<file path="src/rtl/otci_ram.sv">
// Generic simple dual port RAM with registered read.
`default_nettype none
module otci_ram #(
    parameter int WIDTH = 8,
    parameter int DEPTH = 64
) (
    input  wire                     i_clk,
    input  wire                     i_we,
    input  wire [$clog2(DEPTH)-1:0] i_waddr,
    input  wire [WIDTH-1:0]         i_wdata,
    input  wire [$clog2(DEPTH)-1:0] i_raddr,
    output logic [WIDTH-1:0]        o_rdata
);

    logic [WIDTH-1:0] r_mem [DEPTH];

    // Write and registered read
    always_ff @(posedge i_clk) begin
        if (i_we) begin
            r_mem[i_waddr] <= i_wdata;
        end
        o_rdata <= r_mem[i_raddr];
    end

endmodule
`default_nettype wire

</file>
<file path="config.mk">
export PLATFORM = sky130hd
export DESIGN_NAME = otci_ram
export DESIGN_NICKNAME = d
export VERILOG_FILES = /design/src/rtl/otci_ram.sv
export SDC_FILE = /design/constraint.sdc
export NUM_CORES = 1
export LEC_CHECK = 0
export ABC_CLOCK_PERIOD_IN_PS = 3000
export BUFFER_PORTS_ARGS = -buffer_cell sky130_fd_sc_hd__buf_4
export CAP_MARGIN = 20
export CORE_MARGIN = 3
export CORE_UTILIZATION = 60
export CTS_BUF_LIST = sky130_fd_sc_hd__clkbuf_8
export DETAILED_ROUTE_END_ITERATION = 16
export PLACE_DENSITY = 0.76
export SLEW_MARGIN = 20
export SYNTH_ARGS = -nofsm -noshare
export SYNTH_HDL_FRONTEND = slang
export SYNTH_SLANG_ARGS = --single-unit
</file>
<file path="constraint.sdc">
create_clock -name i_clk -period 3 [get_ports i_clk]
set_input_delay 0.6 -clock i_clk [delete_from_list [all_inputs] [get_ports i_clk]]
set_output_delay 0.6 -clock i_clk [all_outputs]
set_load 0.03 [all_outputs]
</file>
==> key figures, run 1 <==
Yosys
  • Post-synth EDFFs: a little over 500
  • Synth Area in XOR/XNOR: 0%
  • Largest family of logic cells by synthesized area: multiplexers
  • Synth area leaders: edfxtp_1 (76%), mux4_2 (14%), nor2_1 (1.5%)
  • Share of the synthesized area in the top cell type: roughly 76%
  • Cells after synthesis: 940
  • Most used DFF post-synth: edfxtp_1
  • Post-synth ARST share: 0%
  • Simple-Gate Fraction of Synth Area: under 10%
  • Complex-gate fraction of the synthesized area: 2.07%
  • Area leader, netlist: edfxtp_1
  • Yosys cell types: 40
  • Synthesized net count: between 900 and 1000
  • Post-synthesis adder-cell area fraction: 0%
  • Most frequent cell after synthesis: edfxtp_1
  • Sequential share of the synthesized area: between 70% and 80%
  • YS warnings: 0
  • Synth top cells by count: edfxtp_1 (512), mux4_2 (126), nor2_1 (83)
  • Cell Area, Synth: 20200 um2
  • Avg Inst Size Synth: 21.5 um2
  • Multiplexer share of the synthesized area: between 15 and 20%
  • Flops & latches, synth: 520

CTS
  • Max Buffers Root-to-Sink: 3
  • Clk root buf: clkbuf_8
  • Cts repair resizes: 0
  • Clk_lat worst skew: just under 0.6 ns
  • Post CTS Setup Buffer Count: 0
  • CTS Sinks: 520
  • CTS Buf Count: 78
  • Clk slew on worst S/H paths: around 0.06 ns
  • TritonCTS clock tree: done
  • # hold bufs at CTS: 0
  • # H-tree levels: 3

Die
  • Die width: 189 um
  • Die ar.: 35800 um2
  • Rows: 66
  • # IOs: 30
  • Die Y: between 150 and 200 um
  • Initial core utilization: 61.4%
  • Core ar.: roughly 33000 um2

Setup path
  • Reg2reg start: r_mem[20][4]
  • Worst EP required: 3.45 ns
  • Top Family by Delay on Critical Path: multiplexers
  • CP Class: input port to register
  • Worst Path Buf+Inv: 2
  • CP arrival: about 2.8 ns
  • Crit end category: register
  • CP max-delay cell: mux4_2
  • Worst path max stage delay: 0.53 ns
  • CP max FO: 16
  • Cells along the critical path: clkbuf_8 -> buf_4 -> mux4_2 -> mux2_2 -> o221a_2 -> nor3_1 -> o32ai_1
  • CP Launch Type: input port
  • CP startpoint: i_raddr[0]

Drt
  • DRC Markers: 0
  • Post-detailed-routing wire length: about 43000 um
  • Post-DRT Antenna Nets: 0
  • Via count: 10119
  • Wirelength per Cell: 27.2 um
  • Via density: about 6.3
  • DRT Pass-1 Iters: 7
  • Iter 0 DRT Violations: 1123

Placed design
  • Post-Place Setup Slack: 0.0329 ns
  • Dpl cell area: 21400 um2
  • Buffers on Ports: 29
  • Post-DP HPWL: 26500 um
  • Gp weighted congestion: a little over 0.8
  • Placed Instances: between 1000 and 1500

Flow run
  • MaxCap Viol Count: 0

Pwr
  • Static Leakage: 7.43 nW
  • Power per Cell Area: around 610 nW/um2
  • Max IR drop VDD: about 0.00038 V

Cells and area
  • Antenna diodes: 0
  • Fillers: approximately 2000
  • Fraction of layout cells with a size suffix above 1: between 30% and 40%
  • Fin area: ~23000 um2
  • Layout Cells excl Fill: 1600
  • Area growth syn-to-layout: 13.1%
  • FF/Latch Area: ~16000 um2
  • Total Nets Final: approximately 1100
  • Area of the multi-input gates: between 4000 and 5000 um2

GRT
  • GRT overflow: 0
  • Initial antenna violation count: 0
  • Total Routing Usage GR: approximately a quarter
  • Global-route wire length before repair: 65700 um
  • Number of global-route vias before repair: slightly above 10000
  • Largest net degree at the start of global routing: 65

Timing
  • Worst clock skew: around 0.019 ns
  • Worst Max-Slew Pin Slew: between 0.7 and 0.8 ns
  • Max Freq: 0.426 GHz
  • Setup violations, final: 0
  • Slew Limit Fails: 0
  • Hold Violations, Final: 0
  • RSZ-0062 raised after global routing: false
  • Hold WS: 0.388 ns
  • Crit path time final: between 2 and 2.5 ns
  • PnR worst setup slack: 0.655 ns
  • Setup TNS: 0 ns
  • Max-slew headroom: a little over half
  • Final Cycle Share: 78.2%

Status
  • Outcome: completed

Hold path
  • Class of the worst hold path: input port to register
  • Min-delay src: i_raddr[5]
==> per-layer routing <==
metal  share of wire, %  track usage, %
met5                  0               0
met1                 40            37.3
met2                 47            37.5
met4                2.7            7.71
met3                 11            6.65
==> area by class of cell <==
class,count,area share [%]
clock buffers,82,4.95
multi-input cells,369,18.9
repair buffers,127,4.48
flip-flops and latches,520,68.1
well taps,442,2.42
clock inverters,60,1.11
==> where the power goes <==
part           switching [mW]  internal (mW)
sequential             0.0340           8.04
combinational           0.474          0.309
clock                    2.59           2.54
==> worst reg2reg max path: cells and delay by family (launching register included) <==
kind            cells  cell delay (ns)
compound gates      2             0.45
flops               1             0.38
mux                 2             0.77
simple gates        1             0.40
==> cells by family after synthesis <==
family	after synthesis
buf+inv	51
compound gates	54
flops	520
mux	162
simple gates	153
==> registers in the layout, indices dropped and copies added, names as in the netlist <==
signal   count
o_rdata      8
r_mem      512
==> final timing paths <==
path | end | slack (ns) | depth (start not counted)
worst max-delay path | o_rdata[6] | 0.66 | 7
worst min-delay path | o_rdata[2] | 0.39 | 3
worst max register to register | o_rdata[4] | 0.88 | 5
worst min register to register | o_rdata[4] | 0.87 | 3
==> placed cells by master (no fill, tap or decap), types with 3 or more instances in the layout <==
cell | synthesis | routed
o221ai_1 | 8 | 8
clkinv_1 | 0 | 23
a211oi_1 | 4 | 4
a221oi_1 | 6 | 6
clkbuf_8 | 0 | 83
mux4_2 | 126 | 126
a21oi_1 | 3 | 3
a22oi_1 | 3 | 3
clkinvlp_4 | 0 | 3
edfxtp_1 | 512 | 512
nand3_1 | 13 | 13
nor2_1 | 83 | 83
nand2_1 | 19 | 19
o22ai_1 | 8 | 8
mux2_2 | 13 | 13
nor2b_1 | 14 | 14
mux2i_1 | 23 | 23
buf_12 | 2 | 5
inv_1 | 0 | 27
nand3b_1 | 3 | 3
buf_4 | 13 | 121
dfxtp_1 | 8 | 8
nor3_1 | 7 | 7
nand2b_1 | 7 | 7
o2111ai_1 | 3 | 3
o2bb2ai_1 | 3 | 3
clkinv_2 | 0 | 5
==> metrics by stage <==
stage | power (mW) | utilization (%)
final | 14.0 | 69.4
after global routing | 14.5 | 69.4
after CTS | 14.1 | 69.4
after detailed placement | 9.02 | 65.2
after global placement | 9.00 | 65.2
after floorplan | 8.66 | -
(Power assumes the default switching activity.)
==> run 2, diff against run 1 <==
- ABC_AREA: not set -> 1
- ABC_CLOCK_PERIOD_IN_PS: 3000 -> 2000
- CORE_UTILIZATION: 60 -> 59
- PLACE_DENSITY: 0.76 -> 0.78
- clock period: 3 -> 2 ns (I/O delays scaled with it)
==> run 2 against run 1 <==
Largest cell class unchanged. Via count is 44% higher. Area after synthesis increased by 5.8%. Wire length grew 19%. Non-clock buffer count grew 13. Highest routed layer unchanged. Clock power grew 49%. Final area grew 4.2%. Global-route usage is 1.8 points higher. Clock skew is 0.018 ns higher. Register-to-register slack got worse by 0.22 ns. Sequential cell count is the same.
==> key figures, run 2 <==
Yosys
  • Most frequent cell after synthesis: nand2_1
  • Synthesized net count: ~1800
  • Cells after synthesis: 1805
  • Area leader, netlist: edfxtp_1
  • Synth top cells by count: nand2_1 (648), edfxtp_1 (512), nand3_1 (439)
  • Flops & latches, synth: 520
  • Yosys cell types: 16
  • Share of the synthesized area in the top cell type: about 70%
  • Post-synth EDFFs: ~500
  • Most used DFF post-synth: edfxtp_1
  • Avg Inst Size Synth: approximately 12 um2
  • Cell Area, Synth: 21300 um2
  • Post-synth ARST share: 0%
  • YS warnings: 0
  • Synth area leaders: edfxtp_1 (72%), nand2_1 (11%), nand3_1 (10%)
  • Sequential share of the synthesized area: between 70% and 80%

Pwr
  • Max IR drop VDD: 0.000618 V
  • Static Leakage: just under 9 nW
  • Power per Cell Area: about 900 nW/um2

GRT
  • Total Routing Usage GR: 26.9%
  • Initial antenna violation count: 0
  • Global-route wire length before repair: roughly 80000 um
  • Number of global-route vias before repair: 14293
  • Largest net degree at the start of global routing: 87
  • GRT overflow: 0

Timing
  • Crit path time final: 1.70 ns
  • Final Cycle Share: 85.1%
  • Hold Violations, Final: 0
  • Worst clock skew: around 0.037 ns
  • RSZ-0062 raised after global routing: false
  • Slew Limit Fails: 0
  • Worst Max-Slew Pin Slew: between 0.7 and 0.8 ns
  • Max-slew headroom: between 40 and 50%
  • Max Freq: a little under 0.6 GHz
  • PnR worst setup slack: slightly below 0.3 ns
  • Setup violations, final: 0
  • Setup TNS: 0 ns

Placed design
  • Gp weighted congestion: around 0.91
  • Post-DP HPWL: 30300 um
  • Dpl cell area: ~22000 um2
  • Post-Place Setup Slack: ~0.014 ns
  • Buffers on Ports: 29

Die
  • Die width: between 150 and 200 um
  • Die ar.: 38500 um2
  • Die Y: around 200 um
  • Rows: 69
  • Initial core utilization: between 50% and 60%
  • Core ar.: ~36000 um2
  • # IOs: 30

CTS
  • # H-tree levels: 3
  • CTS Buf Count: 80
  • # hold bufs at CTS: 0
  • CTS Sinks: between 500 and 600
  • TritonCTS clock tree: done
  • Clk slew on worst S/H paths: roughly 0.070 ns
  • Max Buffers Root-to-Sink: 3
  • Clk root buf: clkbuf_8
  • Post CTS Setup Buffer Count: 0
  • Clk_lat worst skew: 0.64 ns
  • Cts repair resizes: 0

Setup path
  • Worst Path Buf+Inv: 1
  • CP max-delay cell: dfxtp_1
  • CP Class: register to output pin
  • CP arrival: between 1 and 1.5 ns
  • CP max FO: 1
  • CP Launch Type: register
  • Worst path max stage delay: about 0.46 ns
  • Top Family by Delay on Critical Path: flip-flops
  • Crit end category: output pin
  • Cells along the critical path: buf_4
  • Worst EP required: around 1.6 ns

Cells and area
  • Largest regs: r_mem (512), o_rdata (8)
  • Commonest non-fill, non-tap cell in the layout: nand2_1
  • Fillers: around 2500
  • Fin util: around 67%
  • Fin area: 23800 um2
  • Fraction of layout cells with a size suffix above 1: 12.0%
  • Max reg flops: a little over 500
  • Most frequent cells in the layout: nand2_1 (648), edfxtp_1 (512), nand3_1 (439)
  • Area growth syn-to-layout: 11.4%
  • Antenna diodes: 0
  • Total Nets Final: 1936
  • Biggest register: r_mem

Drt
  • Iter 0 DRT Violations: 2055
  • Post-DRT Antenna Nets: 0
  • DRT Pass-1 Iters: 6
  • Wirelength per Cell: between 20 and 25 um
  • Post-detailed-routing wire length: 51600 um
  • Via count: about 15000
  • DRC Markers: 0
  • Via density: roughly 6.0

Hold path
  • Class of the worst hold path: input port to register

Status
  • Outcome: completed

Flow run
  • MaxCap Viol Count: 0
-- run 2: changes by cell type after synthesis, sizes merged, moves of 12 or more --
cell | previous run | this run
nand2 | 19 | 648
nand3 | 13 | 439
mux4 | 126 | 0
buf | 34 | 98
nor2 | 83 | 56
mux2i | 23 | 0
nor2b | 14 | 0
mux2 | 13 | 0
inv | 0 | 12
-- run 2: per-stage QoR --
stage,hold WS [ns],std cells,power [mW]
finish,0.115,2426,21.3
global route,0.0894,2426,22.0
global placement,0.737,2293,13.8
CTS,0.0651,2426,21.3
floorplan,0.499,1805,13.2
detailed placement,0.742,2293,13.8
-- run 2: power breakdown --
group / internal (mW) / total [mW] / switching, mW / leakage, nW
Sequential: 12.1 / 12.1 / 0.0476 / 4.67
Combinational: 0.424 / 1.51 / 1.08 / 3.38
Clock: 3.79 / 7.66 / 3.87 / 0.787
Total: 16.3 / 21.3 / 5.00 / 8.84
-- run 2: final cells by class --
cell class,count,area (um2),share of cell area (%)
Sequential cell,520,15500,65.4
Inverter,12,52.6,0.221
Clock buffer,82,1130,4.75
Multi-Input combinational cell,1160,4950,20.8
Tap cell,461,577,2.43
Timing Repair Buffer,140,1310,5.49
Clock inverter,51,225,0.948
-- run 2: path summary, 6_finish.rpt --
path | to | slack (ns) | startpoint | depth (start not counted)
worst max-delay path | o_rdata[1] | 0.30 | o_rdata[1] | 1
worst min-delay path | o_rdata[0] | 0.11 | i_raddr[5] | 3
worst max register to register | o_rdata[7] | 0.66 | r_mem[15][7] | 8
worst min register to register | o_rdata[7] | 0.77 | r_mem[29][7] | 8
-- run 2: layer usage --
layer  vias up  wire length (um)  share of wire (%)  track usage (%)
met2       932             24200                 47             41.6
met5         -                 0                  0                0
li1       6566                 -                  -                -
met4         0              1960                3.8             12.6
met1      6939             19400                 38             37.0
met3       133              5970                 12             5.86
-- run 2: kinds of logic (layout without fill, tap and decap cells) --
kind of cell	after synthesis	count (layout)	share of synthesized area, %
flip-flops	520	520	72.8
AND/OR/NAND/NOR	1160	1160	23.2
buffers and inverters	125	285	4.02
==> run 3, diff against run 2 <==
- ABC_CLOCK_PERIOD_IN_PS: 2000 -> 1700
- CORE_UTILIZATION: 59 -> 60
- PLACE_DENSITY: 0.78 -> 0.76
- clock period: 2 -> 1.7 ns (I/O delays scaled with it)
==> run 3 against run 2 <==
Clock-buffer cell count increased by 11. Combinational power increased by 26%. Sequential share of layout area decreased by 1.7 points. Die area decreased by 1.6%. Non-clock buffer count increased by 42. Critical endpoint is now o_rdata[6]. Largest power group unchanged. Highest routed layer unchanged.
==> key figures, run 3 (same netlist as run 2, synthesis figures left out) <==
Setup path
  • CP max-delay cell: dfxtp_1
  • Worst path max stage delay: about 0.41 ns
  • CP Launch Type: register
  • Worst flop-to-flop path endpoint: o_rdata[0]
  • Worst EP required: 1.36 ns
  • Setup crit end: o_rdata[6]
  • CP max FO: 1
  • Crit end category: output pin
  • Reg2Reg Depth: 8
  • CP Class: register to output pin
  • CP arrival: 1.25 ns
  • Reg2reg start: r_mem[11][0]
  • CP startpoint: o_rdata[6]
  • Top Family by Delay on Critical Path: flip-flops
  • Worst path depth: 1
  • R2R Setup Slk: approximately 0.38 ns
  • Worst Path Buf+Inv: 1
  • Cells along the critical path: buf_4

Timing
  • Slew Limit Fails: 0
  • Hold WS: roughly 0.071 ns
  • Max Freq: between 0.6 and 0.7 GHz
  • RSZ-0062 raised after global routing: false
  • Max-slew headroom: a little under half
  • Setup violations, final: 0
  • Final Cycle Share: a little over nine tenths
  • Crit path time final: ~1.6 ns
  • Hold Violations, Final: 0
  • Worst Max-Slew Pin Slew: just under 0.8 ns
  • Worst clock skew: ~0.033 ns
  • Setup TNS: 0 ns

Drt
  • Wirelength per Cell: around 22 um
  • Post-DRT Antenna Nets: 0
  • DRC Markers: 0
  • Iter 0 DRT Violations: ~2000
  • Via count: around 15000
  • Via density: 5.98
  • DRT Pass-1 Iters: 6
  • Post-detailed-routing wire length: roughly 53000 um

CTS
  • CTS Buf Count: 83
  • # hold bufs at CTS: 0
  • Post CTS Setup Buffer Count: 0
  • Max Buffers Root-to-Sink: 3
  • Cts repair resizes: 0
  • Clk root buf: clkbuf_8
  • # H-tree levels: 3
  • TritonCTS clock tree: done
  • Clk slew on worst S/H paths: 0.06 ns
  • Clk_lat worst skew: around 0.63 ns
  • CTS Sinks: 520

Status
  • Outcome: completed

Pwr
  • Static Leakage: just over 9 nW
  • Final Total Pwr: around 26 mW
  • Power per Cell Area: 1060 nW/um2
  • Max IR drop VDD: around 0.00065 V

Cells and area
  • Antenna diodes: 0
  • Most frequent cells in the layout: nand2_1 (648), edfxtp_1 (512), nand3_1 (439)
  • Commonest non-fill, non-tap cell in the layout: nand2_1
  • Largest regs: r_mem (512), o_rdata (8)
  • Fillers: approximately 2400
  • Biggest register: r_mem
  • Fraction of layout cells with a size suffix above 1: 14.9%
  • Total Nets Final: 1981
  • Fin area: between 20000 and 25000 um2
  • Area growth syn-to-layout: 14.4%
  • Max reg flops: roughly 510

Die
  • Die ar.: ~38000 um2
  • Die width: 195 um
  • Initial core utilization: between 60% and 70%
  • # IOs: 30
  • Die Y: between 150 and 200 um
  • Core ar.: between 30000 and 40000 um2
  • Rows: 68

Hold path
  • Class of the worst hold path: input port to register

GRT
  • Number of global-route vias before repair: approximately 14000
  • Initial antenna violation count: 0
  • Largest net degree at the start of global routing: 65
  • GRT overflow: 0
  • Total Routing Usage GR: 28.0%
  • Global-route wire length before repair: 81200 um

Placed design
  • Dpl cell area: between 20000 and 25000 um2
  • Post-DP HPWL: around 33000 um
  • Gp weighted congestion: just under 0.9
  • Buffers on Ports: 29

Flow run
  • MaxCap Viol Count: 0
## run 3: metrics by stage
stage                     util [%]  worst slack [ns]  instances
after floorplan                  -            -0.193       1805
after global placement        65.8           -0.0714       2329
after detailed placement      65.8            -0.139       2329
after CTS                     70.2            0.0871       2473
after global routing          70.2            0.0657       2473
final                         70.2             0.109       2473
## run 3: final cells by class
| cell class | instances | area (um2) | area share (%) |
|---|---|---|---|
| multi-input cells | 1160 | 5030 | 20.6 |
| flip-flops and latches | 520 | 15500 | 63.6 |
| clock buffers | 93 | 1280 | 5.24 |
| inverters | 12 | 52.6 | 0.215 |
| well taps | 455 | 569 | 2.33 |
| repair buffers | 182 | 1700 | 6.94 |
| clock inverters | 51 | 253 | 1.04 |
## run 3: worst min-delay path by stage
stage	end	startpoint	depth (start not counted)
floorplan	r_mem[0][0]	i_wdata[0]	0
global placement	o_rdata[2]	i_raddr[5]	3
detailed placement	o_rdata[3]	i_raddr[5]	3
CTS	o_rdata[3]	i_raddr[5]	3
global route	o_rdata[3]	i_raddr[5]	3
finish	o_rdata[3]	i_raddr[5]	3
## run 3: worst reg2reg max path, delay by kind of cell (launching register included)
family	cells	cell delay, ns
and+or+nand+nor	8	0.86
DFF	1	0.36
## run 3: where the power goes
part / switching, mW / leakage, nW / internal (mW)
combinational: 1.33 / 3.61 / 0.579
sequential: 0.0509 / 4.67 / 14.2
clock: 4.56 / 0.887 / 5.26
total: 5.94 / 9.17 / 20.0
## run 3: routing by layer
layer	vias to the layer above	global-route usage, %	share of wire [%]
met1	7075	38.8	39
li1	6667	-	-
met4	0	11.0	3.3
met3	141	5.34	11
met2	900	44.5	48
met5	-	0	0
