File: src/rtl/otci_pkg.sv
// Shared types and constants for the order table with client id index.
`default_nettype none
package otci_pkg;

    localparam int ORDER_SLOTS = 64;
    localparam int SLOT_AW     = $clog2(ORDER_SLOTS);
    localparam int CNT_W       = SLOT_AW + 1;

    localparam logic [2:0] CMD_INSERT  = 3'd0;
    localparam logic [2:0] CMD_FIND    = 3'd1;
    localparam logic [2:0] CMD_FILL    = 3'd2;
    localparam logic [2:0] CMD_ERASE   = 3'd3;
    localparam logic [2:0] CMD_RESOLVE = 3'd4;
    localparam logic [2:0] CMD_LIST    = 3'd5;

    localparam logic [1:0] ST_OK        = 2'd0;
    localparam logic [1:0] ST_NOT_FOUND = 2'd1;
    localparam logic [1:0] ST_ZERO_QTY  = 2'd2;
    localparam logic [1:0] ST_FULL      = 2'd3;

    typedef enum logic [1:0] {
        S_IDLE,
        S_SCAN,
        S_EVAL
    } t_state;

    typedef struct packed {
        logic [2:0]  command;
        logic [63:0] order_id;
        logic [15:0] session;
        logic [63:0] client_ref;
        logic [31:0] quantity;
    } t_cmd;

    typedef struct packed {
        logic [1:0]  status;
        logic [63:0] found_order_id;
        logic [15:0] entry_session;
        logic [63:0] entry_client_id;
        logic [31:0] remaining;
        logic        fully_filled;
        logic        last;
    } t_res;

    typedef struct packed {
        logic [63:0] order_id;
        logic [15:0] session;
        logic [63:0] client_id;
        logic [31:0] remaining;
    } t_slot_ent;

    typedef struct packed {
        logic [15:0] session;
        logic [63:0] client_id;
        logic [63:0] order_id;
    } t_idx_ent;

    // Valid bit updates from the sequencer
    typedef struct packed {
        logic               slot_set;
        logic               slot_clr;
        logic [SLOT_AW-1:0] slot_sel;
        logic               idx_set;
        logic               idx_clr;
        logic [SLOT_AW-1:0] idx_sel;
    } t_vld_ctl;

    // Lowest free entries of both tables
    typedef struct packed {
        logic               slot_ok;
        logic [SLOT_AW-1:0] slot_sel;
        logic               idx_ok;
        logic [SLOT_AW-1:0] idx_sel;
    } t_free;

endpackage
`default_nettype wire

File: src/rtl/otci_ctrl.sv
// Command sequencer: scans both tables, modifies and writes back entries.
`default_nettype none
module otci_ctrl (
    input  wire                                   i_clk,
    input  wire                                   i_rst_n,
    input  wire                                   start,
    output logic                                  busy,
    input  otci_pkg::t_cmd                        i_cmd,
    output otci_pkg::t_res                        o_res,
    output logic                                  o_res_strobe,
    input  wire  [otci_pkg::ORDER_SLOTS-1:0]      i_slot_valid,
    input  wire  [otci_pkg::ORDER_SLOTS-1:0]      i_idx_valid,
    input  otci_pkg::t_free                       i_free,
    output otci_pkg::t_vld_ctl                    o_vld_ctl,
    output logic [otci_pkg::SLOT_AW-1:0]          o_raddr,
    input  otci_pkg::t_slot_ent                   i_slot_rd,
    input  otci_pkg::t_idx_ent                    i_idx_rd,
    output logic                                  o_slot_we,
    output logic [otci_pkg::SLOT_AW-1:0]          o_slot_waddr,
    output otci_pkg::t_slot_ent                   o_slot_wd,
    output logic                                  o_idx_we,
    output logic [otci_pkg::SLOT_AW-1:0]          o_idx_waddr,
    output otci_pkg::t_idx_ent                    o_idx_wd
);

    otci_pkg::t_state r_state, n_state;
    logic                          r_strobe, n_strobe;
    logic                          r_phase, n_phase;
    logic [otci_pkg::CNT_W-1:0]    r_cnt, n_cnt;
    otci_pkg::t_cmd                r_cmd, n_cmd;
    otci_pkg::t_res                r_res, n_res;
    logic                          r_s_hit, n_s_hit;
    logic [otci_pkg::SLOT_AW-1:0]  r_s_idx, n_s_idx;
    otci_pkg::t_slot_ent           r_s_ent, n_s_ent;
    logic                          r_x_hit, n_x_hit;
    logic [otci_pkg::SLOT_AW-1:0]  r_x_idx, n_x_idx;
    logic [63:0]                   r_x_oid, n_x_oid;
    logic [15:0]                   r_key_sess, n_key_sess;
    logic [63:0]                   r_key_cid, n_key_cid;
    logic                          r_b_hit, n_b_hit;
    otci_pkg::t_slot_ent           r_b_ent, n_b_ent;
    logic [63:0]                   r_prev, n_prev;
    logic [otci_pkg::CNT_W-1:0]    r_n, n_n;
    logic [otci_pkg::CNT_W-1:0]    r_total, n_total;

    logic                          e_on;
    logic [otci_pkg::SLOT_AW-1:0]  e_addr;
    logic                          s_match, x_match, l_match;
    logic [31:0]                   fill_rem;
    logic                          ins_slot_ok, ins_idx_ok;
    logic [otci_pkg::SLOT_AW-1:0]  ins_slot, ins_idx;

    // Compare the entry read in the previous cycle
    always_comb begin
        e_addr  = otci_pkg::SLOT_AW'(r_cnt - otci_pkg::CNT_W'(1));
        e_on    = (r_state == otci_pkg::S_SCAN) && (r_cnt != '0);
        s_match = e_on && i_slot_valid[e_addr] && !r_s_hit
                  && (i_slot_rd.order_id == r_cmd.order_id);
        x_match = e_on && i_idx_valid[e_addr] && !r_x_hit
                  && (i_idx_rd.session == r_key_sess)
                  && (i_idx_rd.client_id == r_key_cid);
        l_match = e_on && i_slot_valid[e_addr]
                  && (i_slot_rd.session == r_cmd.session);
        fill_rem = (r_s_ent.remaining > r_cmd.quantity) ?
                   (r_s_ent.remaining - r_cmd.quantity) : 32'd0;
        ins_slot_ok = r_s_hit || i_free.slot_ok;
        ins_slot    = r_s_hit ? r_s_idx : i_free.slot_sel;
        ins_idx_ok  = r_x_hit || i_free.idx_ok;
        ins_idx     = r_x_hit ? r_x_idx : i_free.idx_sel;
    end

    // Next state and outputs
    always_comb begin
        n_state    = r_state;
        n_strobe   = 1'b0;
        n_phase    = r_phase;
        n_cnt      = r_cnt;
        n_cmd      = r_cmd;
        n_res      = r_res;
        n_s_hit    = r_s_hit;
        n_s_idx    = r_s_idx;
        n_s_ent    = r_s_ent;
        n_x_hit    = r_x_hit;
        n_x_idx    = r_x_idx;
        n_x_oid    = r_x_oid;
        n_key_sess = r_key_sess;
        n_key_cid  = r_key_cid;
        n_b_hit    = r_b_hit;
        n_b_ent    = r_b_ent;
        n_prev     = r_prev;
        n_n        = r_n;
        n_total    = r_total;
        o_vld_ctl  = '0;
        o_slot_we  = 1'b0;
        o_slot_waddr = r_s_idx;
        o_slot_wd  = r_s_ent;
        o_idx_we   = 1'b0;
        o_idx_waddr = ins_idx;
        o_idx_wd   = '{session: r_cmd.session, client_id: r_cmd.client_ref,
                       order_id: r_cmd.order_id};

        unique case (r_state)
            otci_pkg::S_IDLE: begin
                if (start) begin
                    n_cmd      = i_cmd;
                    n_cnt      = '0;
                    n_phase    = 1'b0;
                    n_s_hit    = 1'b0;
                    n_x_hit    = 1'b0;
                    n_b_hit    = 1'b0;
                    n_n        = '0;
                    n_total    = '0;
                    n_key_sess = i_cmd.session;
                    n_key_cid  = i_cmd.client_ref;
                    n_res      = '0;
                    n_res.last = 1'b1;
                    case (i_cmd.command) inside
                        otci_pkg::CMD_INSERT: begin
                            if (i_cmd.quantity == '0) begin
                                n_res.status = otci_pkg::ST_ZERO_QTY;
                                n_strobe     = 1'b1;
                            end else begin
                                n_state = otci_pkg::S_SCAN;
                            end
                        end
                        otci_pkg::CMD_FIND, otci_pkg::CMD_FILL, otci_pkg::CMD_ERASE,
                        otci_pkg::CMD_RESOLVE, otci_pkg::CMD_LIST: begin
                            n_state = otci_pkg::S_SCAN;
                        end
                        default: begin
                            n_res.status = otci_pkg::ST_NOT_FOUND;
                            n_strobe     = 1'b1;
                        end
                    endcase
                end
            end

            otci_pkg::S_SCAN: begin
                // Capture first matches and the running list minimum
                if (s_match) begin
                    n_s_hit = 1'b1;
                    n_s_idx = e_addr;
                    n_s_ent = i_slot_rd;
                end
                if (x_match) begin
                    n_x_hit = 1'b1;
                    n_x_idx = e_addr;
                    n_x_oid = i_idx_rd.order_id;
                end
                if (l_match) begin
                    if (r_n == '0) begin
                        n_total = r_total + otci_pkg::CNT_W'(1);
                    end
                    if ((r_n == '0 || i_slot_rd.order_id > r_prev)
                        && (!r_b_hit || i_slot_rd.order_id < r_b_ent.order_id)) begin
                        n_b_hit = 1'b1;
                        n_b_ent = i_slot_rd;
                    end
                end
                if (r_cnt == otci_pkg::CNT_W'(otci_pkg::ORDER_SLOTS)) begin
                    n_state = otci_pkg::S_EVAL;
                end else begin
                    n_cnt = r_cnt + otci_pkg::CNT_W'(1);
                end
            end

            otci_pkg::S_EVAL: begin
                n_state = otci_pkg::S_IDLE;
                n_cnt   = '0;
                n_res   = '0;
                n_res.last = 1'b1;
                if (r_phase) begin
                    // Drop the removed order and its index key
                    o_vld_ctl.slot_clr = 1'b1;
                    o_vld_ctl.slot_sel = r_s_idx;
                    o_vld_ctl.idx_clr  = r_x_hit;
                    o_vld_ctl.idx_sel  = r_x_idx;
                    n_res = r_res;
                end else begin
                    n_strobe = 1'b1;
                    case (r_cmd.command) inside
                        otci_pkg::CMD_INSERT: begin
                            if (ins_slot_ok && ins_idx_ok) begin
                                n_res.status       = otci_pkg::ST_OK;
                                o_slot_we          = 1'b1;
                                o_slot_waddr       = ins_slot;
                                o_slot_wd          = '{order_id: r_cmd.order_id,
                                                       session: r_cmd.session,
                                                       client_id: r_cmd.client_ref,
                                                       remaining: r_cmd.quantity};
                                o_idx_we           = 1'b1;
                                o_vld_ctl.slot_set = 1'b1;
                                o_vld_ctl.slot_sel = ins_slot;
                                o_vld_ctl.idx_set  = 1'b1;
                                o_vld_ctl.idx_sel  = ins_idx;
                            end else begin
                                n_res.status = otci_pkg::ST_FULL;
                            end
                        end
                        otci_pkg::CMD_FIND, otci_pkg::CMD_FILL, otci_pkg::CMD_ERASE: begin
                            if (!r_s_hit) begin
                                n_res.status = otci_pkg::ST_NOT_FOUND;
                            end else begin
                                n_res.status          = otci_pkg::ST_OK;
                                n_res.found_order_id  = r_s_ent.order_id;
                                n_res.entry_session   = r_s_ent.session;
                                n_res.entry_client_id = r_s_ent.client_id;
                                n_res.remaining       = r_s_ent.remaining;
                                if (r_cmd.command == otci_pkg::CMD_FILL) begin
                                    n_res.remaining    = fill_rem;
                                    n_res.fully_filled = (fill_rem == '0);
                                    o_slot_we          = 1'b1;
                                    o_slot_wd.remaining = fill_rem;
                                end
                                // Removal needs a second scan of the index
                                if (r_cmd.command == otci_pkg::CMD_ERASE
                                    || (r_cmd.command == otci_pkg::CMD_FILL
                                        && fill_rem == '0)) begin
                                    n_state    = otci_pkg::S_SCAN;
                                    n_phase    = 1'b1;
                                    n_x_hit    = 1'b0;
                                    n_key_sess = r_s_ent.session;
                                    n_key_cid  = r_s_ent.client_id;
                                end
                            end
                        end
                        otci_pkg::CMD_RESOLVE: begin
                            if (r_x_hit) begin
                                n_res.status         = otci_pkg::ST_OK;
                                n_res.found_order_id = r_x_oid;
                            end else begin
                                n_res.status = otci_pkg::ST_NOT_FOUND;
                            end
                        end
                        otci_pkg::CMD_LIST: begin
                            if (!r_b_hit) begin
                                n_res.status = otci_pkg::ST_NOT_FOUND;
                            end else begin
                                n_res.status          = otci_pkg::ST_OK;
                                n_res.found_order_id  = r_b_ent.order_id;
                                n_res.entry_session   = r_b_ent.session;
                                n_res.entry_client_id = r_b_ent.client_id;
                                n_res.remaining       = r_b_ent.remaining;
                                n_res.last = (r_n + otci_pkg::CNT_W'(1) == r_total);
                                n_n     = r_n + otci_pkg::CNT_W'(1);
                                n_prev  = r_b_ent.order_id;
                                n_b_hit = 1'b0;
                                if (r_n + otci_pkg::CNT_W'(1) != r_total) begin
                                    n_state = otci_pkg::S_SCAN;
                                end
                            end
                        end
                        default: begin
                            n_res.status = otci_pkg::ST_NOT_FOUND;
                        end
                    endcase
                end
            end

            default: begin
                n_state = otci_pkg::S_IDLE;
            end
        endcase
    end

    // Control registers
    always_ff @(posedge i_clk) begin
        if (!i_rst_n) begin
            r_state  <= otci_pkg::S_IDLE;
            r_strobe <= 1'b0;
            r_phase  <= 1'b0;
            r_cnt    <= '0;
        end else begin
            r_state  <= n_state;
            r_strobe <= n_strobe;
            r_phase  <= n_phase;
            r_cnt    <= n_cnt;
        end
    end

    // Payload registers
    always_ff @(posedge i_clk) begin
        r_cmd      <= n_cmd;
        r_res      <= n_res;
        r_s_hit    <= n_s_hit;
        r_s_idx    <= n_s_idx;
        r_s_ent    <= n_s_ent;
        r_x_hit    <= n_x_hit;
        r_x_idx    <= n_x_idx;
        r_x_oid    <= n_x_oid;
        r_key_sess <= n_key_sess;
        r_key_cid  <= n_key_cid;
        r_b_hit    <= n_b_hit;
        r_b_ent    <= n_b_ent;
        r_prev     <= n_prev;
        r_n        <= n_n;
        r_total    <= n_total;
    end

    assign busy         = (r_state != otci_pkg::S_IDLE);
    assign o_res        = r_res;
    assign o_res_strobe = r_strobe;
    assign o_raddr      = r_cnt[otci_pkg::SLOT_AW-1:0];

endmodule
`default_nettype wire
File: config.mk
export PLATFORM = sky130hd
export DESIGN_NAME = otci_ctrl
export DESIGN_NICKNAME = d
export VERILOG_FILES = /design/src/rtl/otci_pkg.sv /design/src/rtl/otci_ctrl.sv
export SDC_FILE = /design/constraint.sdc
export NUM_CORES = 2
export LEC_CHECK = 0
export ABC_AREA = 1
export BUFFER_PORTS_ARGS = -buffer_cell sky130_fd_sc_hd__buf_2
export CORE_AREA = 2 2 461 463
export DETAILED_ROUTE_END_ITERATION = 16
export DIE_AREA = 0 0 463 465
export GPL_TIMING_DRIVEN = 0
export SKIP_CTS_REPAIR_TIMING = 1
export SYNTH_ARGS = -nofsm -noshare
export SYNTH_HDL_FRONTEND = slang
export SYNTH_SLANG_ARGS = --single-unit
File: constraint.sdc
create_clock -name i_clk -period 49.5 [get_ports i_clk]
set_clock_uncertainty 0.1 [all_clocks]
set_input_delay 4.95 -clock i_clk [delete_from_list [all_inputs] [get_ports i_clk]]
set_output_delay 4.95 -clock i_clk [all_outputs]
set_load 0.02 [all_outputs]
==> impl_metrics.csv <==
group,metric,value,unit
status,status,"completed",
detailed_routing,drc_errors,0,
layout,fin_nets,6590,
logic_synthesis,synth_nets,5254,
detailed_routing,routedWlPerCell,29.8,um
timing,slew_headroom,4.87,%
power_and_ir_drop,p_per_area,33.9,nW/um^2
logic_synthesis,synth-edff-count,948,
clock_tree,clk_pin_slew,60,ps
power_and_ir_drop,p_leak,25.6,nW
logic_synthesis,ys_seq_elements,959,
detailed_routing,vias,41200,
critical_path,worstPathArrival,8980,ps
logic_synthesis,synth_cells,4444,
floorplanning,ioPinCount,1182,
detailed_routing,final_antenna_net_count,0,
critical_path,end_kind,"output pin",
global_routing,grt_max_degree,58,
layout,finish.instance_area,61400,um^2
clock_tree,insertion_delay,780,ps
critical_path,r2r_setup_slack,42930,ps
timing,setup_tns,0,ps
critical_path,crit_chain,"buf_2, o22ai_1, nor3_2, clkbuf_2, clkbuf_1, nand2_1, o21ai_0, buf_2",
detailed_routing,wl,261000,um
logic_synthesis,seq_area_frac_synth,60.8,%
critical_path,r2r_start,"r_cnt[0]",
clock_tree,cts.sinks,959,
min_path,whs_path_depth,0,
clock_tree,cts_tree,"built",
logic_synthesis,ys_types,59,
floorplanning,die_h,465,um
placement,placed_cell_area,57400,um^2
placement,portBuffers,1181,
floorplanning,dieArea,215000,um^2
layout,fillers,22300,
detailed_routing,viasPerCell,4.72,
timing,hold_viol_final,0,
detailed_routing,dr.pass1.iters,6,
clock_tree,htree_levels,3,
run,drv_cap,0,
detailed_routing,first_iter_violations,4158,
clock_tree,cts_made_buffers,112,
timing,setup_violations,0,
logic_synthesis,ys.flop_type,"edfxtp_1",
floorplanning,core_area,211000,um^2
critical_path,crit_required,44450,ps
logic_synthesis,syn_area_per_cell,10.6,um^2
layout,mostFrequentLayoutCells,"buf_2, edfxtp_1, nand2_1",
min_path,holdPathEnd,"r_prev[6]",
timing,timing.fmax,0.0713,GHz
critical_path,path_common_cell,"buf_2",
global_routing,grt-ovfl-total,0,
floorplanning,rows,169,
critical_path,max_stage_delay,1040,ps
layout,area.growth.synth_to_final,30.1,%
global_routing,grt_pass1_vias,40300,
min_path,min-delay-start,"r_b_ent[118]",
critical_path,worstSetupPathType,"in2out",
power_and_ir_drop,vdd_drop_max,0.0297,mV
logic_synthesis,yosysWarnings,0,
timing,final_max_slew_viol_count,0,
floorplanning,initial_core_util,22.4,%
layout,drive_gt1_share,28.2,%
clock_tree,cts_max_path_buffers,3,
critical_path,cp_slowest_cell,"nor3_2",
global_routing,antenna_found_initial,81,
layout,layout_commonest_cell,"buf_2",
critical_path,cp_max_fo,10,
min_path,hp-class,"reg2reg",
logic_synthesis,synthArstFlopShare,0,%
timing,period_minus_slack,14030,ps
placement,globalplace.congestion,0.987,
clock_tree,cts_root_buffer,"clkbuf_16",
logic_synthesis,syn_area,47200,um^2
global_routing,grt_use_total,23.3,%
timing,rsz0062_at_grt,"no",
timing,fin_crit_sh,28.3,%
critical_path,rr_endpoint,"r_b_ent[171]",
floorplanning,die_w,463,um
placement,dpl.hpwl,216000,um
timing,worst_slew_pin_slew,1430,ps
critical_path,ff2ff_path_depth,18,
critical_path,startpoint_type,"primary input",
global_routing,grt_pass1_wl,342000,um
[layer usage]
metal	GRT usage, %	part of all wire (%)	vias to the layer above
met5	0	0.045	-
met4	13.0	6.0	20
met3	4.73	7.6	461
met2	38.8	48	2324
met1	28.0	39	20300
li1	-	-	18200
[metrics by stage]
step / hold slack (ps) / utilization, % / setup WS (ps) / total power [mW] / std cells
finish: 354 / 29.1 / 35470 / 2.08 / 8746
global route: 374 / 29.1 / 35340 / 2.14 / 8719
CTS: 353 / 29.1 / 35280 / 2.10 / 8698
detailed placement: 339 / 27.2 / 35280 / 1.22 / 8487
global placement: 328 / 26.9 / 16310 / 1.23 / 8446
floorplan: 326 / - / 29490 / 1.08 / 4444
[layout make-up]
cell class	instances	area, um^2	share of cell area (%)
Multi-Input combinational cell	2540	14400	23.5
Sequential cell	959	28700	46.7
Tap cell	2821	3530	5.75
Clock inverter	83	955	1.56
Buffer	321	1830	2.98
Clock buffer	128	2860	4.66
Timing Repair Buffer	1222	6650	10.8
Inverter	624	2350	3.82
Antenna cell	48	120	0.196
[how the worst max path moves through the flow]
stage	depth (start not counted)	start	slack, ps	end
final	8	i_free[13]	35470	o_slot_wd[114]
after global routing	8	i_free[13]	35340	o_slot_wd[114]
after CTS	8	i_free[13]	35280	o_slot_wd[114]
after detailed placement	8	i_free[13]	35280	o_slot_wd[114]
after global placement	7	start	16310	r_key_cid[2]
after floorplan	6	start	29490	r_key_cid[0]
[state kept, by name, summed over array words and instances (netlist names)]
name	count
r_phase	1
r_n	7
r_b_hit	1
r_x_idx	6
r_state	2
r_key_cid	64
r_key_sess	16
r_s_hit	1
r_x_hit	1
r_cmd	35
o_idx_wd	144
o_res_strobe	1
r_x_oid	64
r_cnt	7
r_s_idx	6
r_prev	64
o_res	180
r_b_ent	176
r_s_ent	176
r_total	7
[where the power goes]
group          leakage [nW]  total, mW  switching, mW  internal [mW]
Sequential             8.93      0.948         0.0241          0.924
Combinational          14.9      0.261          0.178         0.0837
Clock                  1.85      0.868          0.379          0.489
Total                  25.6       2.08          0.581           1.50
[worst max-delay path, delay by kind of cell]
kind                   cells  cell delay [ps]
buffers and inverters      4             2150
and+or+nand+nor            2             1130
AOI/OAI and AO/OA          2              720
[cells by family (layout without fill, tap and decap cells)]
logic type | Yosys count | after routing | synth area share (%)
buf+inv | 945 | 2378 | 8.81
xor+xnor | 105 | 105 | 1.96
simple gates | 1317 | 1317 | 11.8
mux | 21 | 21 | 0.501
fa+ha+maj | 166 | 166 | 4.42
other cells | 0 | 48 | 0
flops | 959 | 959 | 60.8
compound gates | 931 | 931 | 11.7
[Yosys cell counts (37+ instances only)]
| cell type | number | area (um^2) |
|---|---|---|
| inv_1 | 606 | 2270 |
| a221oi_1 | 43 | 377 |
| buf_4 | 152 | 1140 |
| o21ai_0 | 359 | 1800 |
| ha_1 | 165 | 2060 |
| nand3_1 | 125 | 626 |
| xor2_1 | 59 | 517 |
| nand2_1 | 884 | 3320 |
| nor2_1 | 139 | 522 |
| o22ai_1 | 63 | 394 |
| a21oi_1 | 233 | 1170 |
| o211ai_1 | 37 | 278 |
| xnor2_1 | 45 | 394 |
| a22oi_1 | 109 | 818 |
| clkbuf_1 | 126 | 473 |
| edfxtp_1 | 948 | 28500 |
| nand4_1 | 46 | 288 |
| nor3_1 | 37 | 185 |
Power figures use the tool's default switching activity.
