File: config.mk
export PLATFORM = sky130hd
export DESIGN_NAME = otci_valid
export DESIGN_NICKNAME = d
export VERILOG_FILES = /design/src/rtl/otci_pkg.sv /design/src/rtl/otci_valid.sv
export SDC_FILE = /design/constraint.sdc
export NUM_CORES = 1
export LEC_CHECK = 0
export BUFFER_PORTS_ARGS = -buffer_cell sky130_fd_sc_hd__buf_4
export CAP_MARGIN = 20
export CORE_ASPECT_RATIO = 2
export CORE_MARGIN = 4
export CORE_UTILIZATION = 28
export DETAILED_ROUTE_END_ITERATION = 10
export PLACE_DENSITY_LB_ADDON = 0.08
export SYNTH_ARGS = -nofsm -noshare
export SYNTH_HDL_FRONTEND = slang
export SYNTH_SLANG_ARGS = --single-unit
File: constraint.sdc
create_clock -name i_clk -period 1.8 [get_ports i_clk]
set_input_delay 0.36 -clock i_clk [delete_from_list [all_inputs] [get_ports i_clk]]
set_output_delay 0.36 -clock i_clk [all_outputs]
set_load 0.02 [all_outputs]
File: src/rtl/otci_pkg.sv
// Shared types and constants for the order table with client id index.
`default_nettype none
package otci_pkg;

    localparam int ORDER_SLOTS = 64;
    localparam int SLOT_AW     = $clog2(ORDER_SLOTS);
    localparam int CNT_W       = SLOT_AW + 1;

    localparam logic [2:0] CMD_INSERT  = 3'd0;
    localparam logic [2:0] CMD_FIND    = 3'd1;
    localparam logic [2:0] CMD_FILL    = 3'd2;
    localparam logic [2:0] CMD_ERASE   = 3'd3;
    localparam logic [2:0] CMD_RESOLVE = 3'd4;
    localparam logic [2:0] CMD_LIST    = 3'd5;

    localparam logic [1:0] ST_OK        = 2'd0;
    localparam logic [1:0] ST_NOT_FOUND = 2'd1;
    localparam logic [1:0] ST_ZERO_QTY  = 2'd2;
    localparam logic [1:0] ST_FULL      = 2'd3;

    typedef enum logic [1:0] {
        S_IDLE,
        S_SCAN,
        S_EVAL
    } t_state;

    typedef struct packed {
        logic [2:0]  command;
        logic [63:0] order_id;
        logic [15:0] session;
        logic [63:0] client_ref;
        logic [31:0] quantity;
    } t_cmd;

    typedef struct packed {
        logic [1:0]  status;
        logic [63:0] found_order_id;
        logic [15:0] entry_session;
        logic [63:0] entry_client_id;
        logic [31:0] remaining;
        logic        fully_filled;
        logic        last;
    } t_res;

    typedef struct packed {
        logic [63:0] order_id;
        logic [15:0] session;
        logic [63:0] client_id;
        logic [31:0] remaining;
    } t_slot_ent;

    typedef struct packed {
        logic [15:0] session;
        logic [63:0] client_id;
        logic [63:0] order_id;
    } t_idx_ent;

    // Valid bit updates from the sequencer
    typedef struct packed {
        logic               slot_set;
        logic               slot_clr;
        logic [SLOT_AW-1:0] slot_sel;
        logic               idx_set;
        logic               idx_clr;
        logic [SLOT_AW-1:0] idx_sel;
    } t_vld_ctl;

    // Lowest free entries of both tables
    typedef struct packed {
        logic               slot_ok;
        logic [SLOT_AW-1:0] slot_sel;
        logic               idx_ok;
        logic [SLOT_AW-1:0] idx_sel;
    } t_free;

endpackage
`default_nettype wire

File: src/rtl/otci_valid.sv
// Valid bits of the order and index tables with lowest free entry search.
`default_nettype none
module otci_valid (
    input  wire                                  i_clk,
    input  wire                                  i_rst_n,
    input  otci_pkg::t_vld_ctl                   i_ctl,
    output logic [otci_pkg::ORDER_SLOTS-1:0]     o_slot_valid,
    output logic [otci_pkg::ORDER_SLOTS-1:0]     o_idx_valid,
    output otci_pkg::t_free                      o_free
);

    logic [otci_pkg::ORDER_SLOTS-1:0] r_slot_v;
    logic [otci_pkg::ORDER_SLOTS-1:0] r_idx_v;

    // Set and clear single bits
    always_ff @(posedge i_clk) begin
        if (!i_rst_n) begin
            r_slot_v <= '0;
            r_idx_v  <= '0;
        end else begin
            if (i_ctl.slot_set) r_slot_v[i_ctl.slot_sel] <= 1'b1;
            if (i_ctl.slot_clr) r_slot_v[i_ctl.slot_sel] <= 1'b0;
            if (i_ctl.idx_set)  r_idx_v[i_ctl.idx_sel]   <= 1'b1;
            if (i_ctl.idx_clr)  r_idx_v[i_ctl.idx_sel]   <= 1'b0;
        end
    end

    // Find lowest free entry of each table
    always_comb begin
        o_free = '0;
        for (int i = otci_pkg::ORDER_SLOTS - 1; i >= 0; i--) begin
            if (!r_slot_v[i]) begin
                o_free.slot_ok  = 1'b1;
                o_free.slot_sel = otci_pkg::SLOT_AW'(i);
            end
            if (!r_idx_v[i]) begin
                o_free.idx_ok  = 1'b1;
                o_free.idx_sel = otci_pkg::SLOT_AW'(i);
            end
        end
    end

    assign o_slot_valid = r_slot_v;
    assign o_idx_valid  = r_idx_v;

endmodule
`default_nettype wire

==> flow_summary.toml, run 1 <==
[setup_path]
worstSetupPathType = "flop to output pin"
setup.worst_path.start_class = "flop"
endpoint_kind = "output pin"
r2r-end = "o_idx_valid[16]"
critPathCapture = "o_free[9]"
crit_buf_inv = 1
r2r_start = "o_idx_valid[16]"
crit_start = "o_slot_valid[61]"
crit_chain = "nand4_1 > or3b_4 > a31oi_4 > o22ai_2 > o21ai_2 > buf_6"
path_delay_family = "simple AND/OR/NAND/NOR gates"
reg2regPathDepth = 5
cpMaxStageDelayCell = "or3b_4"
crit_fanout = 3
r2r_setup_slack_ns = 0.80
cp.arrival_ns = 2.07
slowest_delay_ns = 0.43
crit_cells = 6
required_ns = 1.44

[worst_hold_path]
hold_depth = 3
hp-start = "i_rst_n"
hold_path_class = "input pin to flop"

[sta]
slew_violations = 0
fin_crit_sh = 1.351
final.setup_skew_ns = 0
setup_viol = 14
fin_crit_ns = 2.431
slew_headroom = 0.2904
max_slew.worst_pin.slew_ns = 1.061
timing.final.ws_setup_ns = -0.6313
fmax_mhz = 411.3
hold_viol = 0
rsz0062_at_grt = "yes"

[routing]
via_count = 8655
drt-initial-drc-count = 524
route.detailed.drc = 0
avgViaCountPerCell = 5.406
finalWirelength_um = 35080
post_drt_wl_per_cell_um = 21.91
ant_nets = 0
drt-pass1-iter-count = 5

[finish]
design_area_sq_um = 11070
diodes = 0
regArea_sq_um = 2661
syn2layout_area_growth_pct = 65.51
num-nets-final = 1323
layout-drive-gt1-share = 0.4385
fillers = 2392
multi_input_area_sq_um = 4304
utilization = 0.4726

[die]
die_w_um = 117.3
ios = 160
row_count = 79
core_area_sq_um = 23430
fp.dieArea_sq_um = 26580
start_util = 0.2855
fp.dieH_um = 226.6

[clock_network]
numClockSinks = 128
cts_made_buffers = 17
worstSkewPairLatency_ns = 0.44
htree_levels = 4
clock-root-buffer = "clkbuf_16"
cts_tree = "built"
path_clk_slew_ns = 0.06
clockBufferDepth = 2

[synth]
syn-instance-count = 924
synthArstFlopShare = 0
yosysTopAreaCell = "dfxtp_1"
avgSynthCellArea_sq_um = 7.239
synth_edf_count = 0
ys_seq_area_frac = 0.3831
ys_warn_count = 0
synth_cell_types = 54
yosys.area.top_type_share = 0.3831
yosys_register_bits = 128
syn_area_sq_um = 6689
yosys_most_used_dff = "dfxtp_1"
syn-num-nets = 942
synth_area_leaders = "dfxtp_1, o21ai_0, a21oi_1"

[pwr]
internal-power_mw = 4.869
p_per_area_nw_per_um2 = 601.3
switching_share = 0.2685
combPwrFrac = 0.093
cellLeakagePower_nw = 4.581
p_clk_frac = 0.477
ir_drop_mv = 0.4899
p_switching_mw = 1.788
pwr-share-seq = 0.430

[grt]
grt_usage = 0.2645
overflow = 0
grt_pass1_wl_um = 51680
grt_pass1_vias = 8677
antenna_found_initial = 0
grt_max_degree = 37

[run]
maxCapViolations = 0

[place]
port_buffers = 159
gp_congestion = 0.9731
place_area_sq_um = 9931
hpwl_um = 26630

[outcome]
outcome = "finished, violations left"
violations = "negative setup slack"
[metal layers]
metal / vias up / share of wire / GRT usage
met2: 316 / 0.55 / 0.4909
met5: - / 0 / 0
li1: 4129 / - / -
met4: 0 / 0.067 / 0.1774
met1: 4097 / 0.33 / 0.2545
met3: 113 / 0.052 / 0.04888
[through the flow]
| stage | power, mW | hold WS, ns | cells | worst slack (ns) | TNS, ns |
|---|---|---|---|---|---|
| 2_1_floorplan | 3.226 | 0.5144 | 924 | -0.08204 | -0.2915 |
| 3_3_place_gp | 3.532 | 0.4848 | 1558 | -0.3194 | -2.345 |
| 3_5_place_dp | 3.533 | 0.4823 | 1558 | -0.3723 | -2.287 |
| 4_1_cts | 6.706 | 0.3335 | 1599 | -0.6276 | -7.183 |
| 5_1_grt | 6.883 | 0.3593 | 1601 | -0.6795 | -8.444 |
| 6_report | 6.656 | 0.3520 | 1601 | -0.6313 | -7.580 |
[Yosys cell counts (all sizes together) (13+ instances only)]
| library cell | n |
|---|---|
| nand3 | 40 |
| a21oi | 138 |
| nand4 | 30 |
| clkbuf | 27 |
| nor2 | 159 |
| inv | 22 |
| nor3 | 16 |
| nand2b | 17 |
| nand2 | 57 |
| dfxtp | 128 |
| o21ai | 147 |
| buf | 13 |
[cell families (layout without fill, tap and decap cells)]
logic type	count (synthesis)	after routing	synth area share
DFF	128	128	0.3831
buffers and inverters	62	456	0.03685
AOI/OAI and AO/OA	353	353	0.2955
and+or+nand+nor	381	381	0.2845
[layout by cell type, fill, tap and decap left out, types with 5 or more instances in the layout]
cell type  Yosys  routed
and4_1         9       5
dfxtp_2        0      58
a21o_1         7       7
nand2_1       56      50
inv_1         22      22
nor2_1       159     155
nor2b_1       12      10
a31oi_1       12       8
nand2b_1      17      15
a21oi_1      137     133
clkinv_2       0       7
nand3_1       40      37
dfxtp_4        0       7
nor3_2         6       9
nor3_1        10       5
clkbuf_16      0      17
buf_4          0     376
nand4_1       29      29
buf_6          0      23
o21ai_0      142     137
o21ai_1        5       9
nor3b_2        4       5
dfxtp_1      128      63
and3_1         9       8
a21boi_2       0       5
nand2_2        1       7
a21boi_1       4       5
[worst register-to-register path, stage by stage (launching register included)]
cell and delay, ns:
dfxtp_4 0.34, buf_6 0.11, buf_6 0.11, buf_4 0.14, a21oi_1 0.12, nor2_1 0.07
[area by class of cell]
type	instances	area share
sequential	128	0.2404
clock inverter	11	0.005990
multi-input combinational	734	0.3888
timing repair buffer	402	0.2838
tap	283	0.03198
inverter	22	0.007459
clock buffer	21	0.04159
[repair_timing]
action	4_1_cts	5_1_grt
setup endpoints to repair	14	14
gates resized for setup	106	33
hold buffers	0	0
setup buffers	12	3
pin swaps	52	24
[power by group through the flow]
stage                     logic (mW)  registers, mW  clock network [mW]
after global routing           0.664           2.86                3.35
final                          0.618           2.86                3.17
after floorplan                0.263           2.96                   0
after detailed placement       0.602           2.93                   0
after CTS                      0.610           2.87                3.23
after global placement         0.602           2.93                   0
[registers in the layout, summed over array words and instances, names as in the netlist]
name and flops:
o_idx_valid 64, o_slot_valid 64
[how the worst min path moves through the flow]
stage | to | slack (ns)
after floorplan | o_idx_valid[16] | 0.51
after CTS | o_slot_valid[28] | 0.33
final | o_slot_valid[28] | 0.35
after global placement | o_slot_valid[10] | 0.48
after global routing | o_slot_valid[23] | 0.36
after detailed placement | o_slot_valid[26] | 0.48
(Power assumes the default switching activity.)
==> run 2: changes to the inputs <==
CORE_UTILIZATION = 45   (was 28)
==> run 2 against run 1 <==
  * The run still ends with negative setup slack left
  * Combinational power fell by 4.4%
  * Clock-buffer cell count is 1 lower
  * Critical path depth unchanged
  * Cell count fell by 6.8%
  * Utilization increased by 28 points
  * Largest cell class unchanged
==> flow_summary.toml, run 2 (synthesis results as in run 1) <==
[outcome]
outcome = "finished, violations left"
violations = "negative setup slack"

[finish]
syn2layout_area_growth_pct = 62.89
utilization = 0.7511
most-common-layout-cells = "buf_4, nor2_1, o21ai_0"
regArea_sq_um = 2691
multi_input_area_sq_um = 4329
fillers = 1152
final_common_cell = "buf_4"
diodes = 0
layout-drive-gt1-share = 0.4454
num-nets-final = 1306

[clock_network]
clockBufferDepth = 2
htree_levels = 4
clock-root-buffer = "clkbuf_16"
worstSkewPairLatency_ns = 0.41
ctsHoldBuffers = 0
path_clk_slew_ns = 0.06
cts_tree = "built"
numClockSinks = 128
cts_made_buffers = 17

[pwr]
cellLeakagePower_nw = 4.568
p_clk_frac = 0.492
pwr-share-seq = 0.421
power.total_mw = 6.796
p_switching_mw = 1.700
internal-power_mw = 5.096
p_per_area_nw_per_um2 = 623.7
ir_drop_mv = 0.6503
combPwrFrac = 0.087
switching_share = 0.2502

[setup_path]
cp_common_cell = "buf_4"
crit_buf_inv = 2
path_delay_family = "compound AO/OA/AOI/OAI gates"
worstSetupPathType = "flop to output pin"
cp.arrival_ns = 2.00
setup.worst_path.start_class = "flop"
r2r_start = "o_idx_valid[51]"
crit_chain = "nand4_1 > buf_4 > a311oi_2 > o31ai_1 > a21boi_2 > buf_4"
crit_fanout = 6
cpMaxStageDelayCell = "dfxtp_2"
required_ns = 1.44
endpoint_kind = "output pin"
crit_start = "o_slot_valid[35]"
slowest_delay_ns = 0.38

[place]
gp_congestion = 0.9906
hpwl_um = 22440
port_buffers = 159

[routing]
finalWirelength_um = 31300
avgViaCountPerCell = 6.070
via_count = 9056
drt-pass1-iter-count = 7
post_drt_wl_per_cell_um = 20.98
route.detailed.drc = 0
ant_nets = 0
drt-initial-drc-count = 598

[sta]
rsz0062_at_grt = "yes"
max_slew.worst_pin.slew_ns = 0.9811
fmax_mhz = 423.1
slew_violations = 0
hold_viol = 0
final.setup_skew_ns = 0
fin_crit_ns = 2.364
slew_headroom = 0.3435
fin_crit_sh = 1.313
setup_viol = 14
timing.final.ws_setup_ns = -0.5637
timing.setup.tns_ns = -6.459

[grt]
grt_pass1_vias = 8752
antenna_found_initial = 0
grt_max_degree = 52
overflow = 0
grt_pass1_wl_um = 46330
grt_usage = 0.3553

[run]
maxCapViolations = 0

[die]
die_w_um = 94.21
fp.dieArea_sq_um = 17000
start_util = 0.4611
ios = 160
core_area_sq_um = 14510
fp.dieH_um = 180.4
row_count = 62

[worst_hold_path]
hold_path_class = "input pin to flop"
hp-start = "i_rst_n"
==> run 2: cell types whose count changed in the layout (fill, tap and decap cells not counted), sizes merged <==
cell,delta
buf,-17
bufinv,+2
clkbuf,-1
clkinv,-2
clkinvlp,-1
inv,+1
==> run 2: layout make-up <==
type                       instances  area share
multi-input combinational        734      0.3973
timing repair buffer             385      0.2745
sequential                       128      0.2470
tap                              192     0.02205
inverter                          22    0.007579
clock inverter                    11     0.01057
clock buffer                      20     0.04100
==> run 2: per-layer routing <==
layer | global-route usage | part of all wire | up-vias
li1 | - | - | 4094
met1 | 0.3524 | 0.32 | 4186
met2 | 0.6179 | 0.51 | 580
met3 | 0.05976 | 0.082 | 196
met4 | 0.3038 | 0.090 | 0
met5 | 0 | 0 | -
==> run 2: power groups by stage <==
| stage | clock network (mW) | logic, mW | registers [mW] |
|---|---|---|---|
| floorplan | 0 | 0.263 | 2.96 |
| global placement | 0 | 0.559 | 2.93 |
| detailed placement | 0 | 0.562 | 2.93 |
| CTS | 3.37 | 0.570 | 2.87 |
| global route | 3.48 | 0.628 | 2.86 |
| finish | 3.34 | 0.591 | 2.86 |
==> run 2: final timing paths <==
path                                          to  slack, ns  cells past startpoint
worst min-delay path            o_slot_valid[44]       0.33                      3
worst min register to register   o_idx_valid[43]       0.50                      2
worst max-delay path                  o_free[10]      -0.56                      6
worst max register to register   o_idx_valid[51]       0.92                      4
==> run 2: through the flow <==
stage	instance area (sq um)	cells	setup slack, ns	hold WS, ns
2_1_floorplan	6768	924	-0.08204	0.5144
3_3_place_gp	9609	1441	-0.2267	0.4853
3_5_place_dp	9609	1441	-0.2517	0.4950
4_1_cts	10610	1482	-0.5392	0.3189
5_1_grt	10900	1492	-0.5978	0.3408
6_report	10900	1492	-0.5637	0.3331
==> run 2: timing repair <==
action	4_1_cts	5_1_grt
buffers inserted	11	10
hold endpoints to repair	0	0
resized for setup	103	60
pin swaps	50	39
setup endpoints to repair	14	14
==> run 2: tightest hold or removal path, cell delays in order <==
cell     delay, ns
buf_4         0.20
o21ai_0       0.10
nor2_1        0.05
==> run 3: changes to the inputs <==
SETUP_SLACK_MARGIN = 0.4   (was not set)
==> run 3 against run 2 <==
  * The run still ends with negative setup slack left
  * Sequential cell count stayed put
  * Largest cell class unchanged
  * Cell count fell by 0.80%
  * Critical path depth is 1 higher
  * Highest routed layer unchanged
  * Clock power is essentially flat
==> flow_summary.toml, run 3 (synthesis results as in run 1) <==
[sta]
fin_crit_ns = 2.365
timing.setup.tns_ns = -6.795
hold_viol = 0
fmax_mhz = 422.9
timing.final.ws_setup_ns = -0.5646
slew_headroom = 0.6108
rsz0062_at_grt = "yes"
fin_crit_sh = 1.314
max_slew.worst_pin.slew_ns = 0.5812
slew_violations = 0
final.setup_skew_ns = 0
setup_viol = 14

[routing]
via_count = 9050
ant_nets = 0
drt-pass1-iter-count = 7
avgViaCountPerCell = 6.115
post_drt_wl_per_cell_um = 21.89
route.detailed.drc = 0
finalWirelength_um = 32400
drt-initial-drc-count = 580

[grt]
grt_pass1_wl_um = 48290
antenna_found_initial = 0
overflow = 0
grt_max_degree = 35
grt_pass1_vias = 8914
grt_usage = 0.3718

[clock_network]
numClockSinks = 128
cts_tree = "built"
ctsHoldBuffers = 0
clockBufferDepth = 2
worstSkewPairLatency_ns = 0.42
cts_made_buffers = 17
htree_levels = 4
path_clk_slew_ns = 0.06
clock-root-buffer = "clkbuf_16"

[setup_path]
setup.worst_path.start_class = "flop"
crit_chain = "nand4_1 > a2111oi_4 > buf_4 > o31ai_4 > a21oi_2 > o31ai_4 > buf_6"
required_ns = 1.44
r2r_start = "o_idx_valid[61]"
r2r-end = "o_idx_valid[61]"
cpMaxStageDelayCell = "a2111oi_4"
crit_start = "o_idx_valid[63]"
worstSetupPathType = "flop to output pin"
cp_common_cell = "o31ai_4"
cp.arrival_ns = 2.00
endpoint_kind = "output pin"
crit_fanout = 4
r2r_setup_slack_ns = 0.93
reg2regPathDepth = 4
slowest_delay_ns = 0.38
critPathCapture = "o_free[2]"

[finish]
diodes = 0
layout-drive-gt1-share = 0.4682
multi_input_area_sq_um = 4305
final_common_cell = "buf_4"
most-common-layout-cells = "buf_4, buf_6, nor2_1"
syn2layout_area_growth_pct = 74.06
utilization = 0.8026
fillers = 981
regArea_sq_um = 2924
design_area_sq_um = 11640
post_layout_nonfiller_instances = 1480
num-nets-final = 1293

[die]
fp.dieH_um = 180.4
die_w_um = 94.21
start_util = 0.4611
ios = 160
core_area_sq_um = 14510
row_count = 62
fp.dieArea_sq_um = 17000

[place]
port_buffers = 159
place_area_sq_um = 9970
gp_congestion = 0.9915
hpwl_um = 23200
place_inst = 1429
dp_worst_setup_slack_ns = -0.2951

[worst_hold_path]
hp-start = "i_rst_n"
hold_path_class = "input pin to flop"

[outcome]
violations = "negative setup slack"
outcome = "finished, violations left"

[run]
maxCapViolations = 0

[pwr]
cellLeakagePower_nw = 4.615
ir_drop_mv = 0.6822
p_per_area_nw_per_um2 = 578.6
[run 3: power breakdown]
part | internal [mW] | leakage (nW) | total (mW) | switching, mW
Clock | 2.09 | 0.274 | 3.36 | 1.27
Sequential | 2.74 | 1.12 | 2.77 | 0.0274
Combinational | 0.220 | 3.22 | 0.609 | 0.389
[run 3: metal layers]
layer / GRT usage / wire [um] / up-vias
li1: - / - / 4077
met1: 0.3620 / 10130 / 4203
met2: 0.6700 / 16840 / 566
met3: 0.06352 / 2278 / 204
met4: 0.2841 / 3156 / 0
met5: 0 / 0 / -
[run 3: critical path: cells and delay by family (launching register included)]
family | cells | cell delay (ns)
compound gates | 4 | 0.70
flops | 1 | 0.37
buf+inv | 2 | 0.32
simple gates | 1 | 0.18
[run 3: how the worst min path moves through the flow]
| stage | to | cells after the start |
|---|---|---|
| floorplan | o_slot_valid[56] | 2 |
| global placement | o_idx_valid[46] | 2 |
| detailed placement | o_idx_valid[46] | 2 |
| CTS | o_slot_valid[36] | 3 |
| global route | o_slot_valid[36] | 3 |
| finish | o_slot_valid[36] | 3 |
[run 3: area by class of cell]
cell class | count | area share
multi-input cells | 734 | 0.3698
repair buffers | 372 | 0.3024
flip-flops and latches | 128 | 0.2512
clock buffers | 27 | 0.04417
well taps | 192 | 0.02063
inverters | 22 | 0.007093
clock inverters | 5 | 0.004729
[run 3: repair_timing]
item | CTS | global route
resized for setup | 158 | 91
setup endpoints to repair | 91 | 88
pin swaps | 31 | 22
buffers inserted | 14 | 5
endpoints found under the hold margin | 0 | 0
[run 3: stage by stage]
stage | power [mW] | hold WS, ns
final | 6.736 | 0.3780
after global routing | 6.917 | 0.3800
after CTS | 6.713 | 0.3630
after detailed placement | 3.406 | 0.4776
after global placement | 3.401 | 0.4682
after floorplan | 3.138 | 0.5079
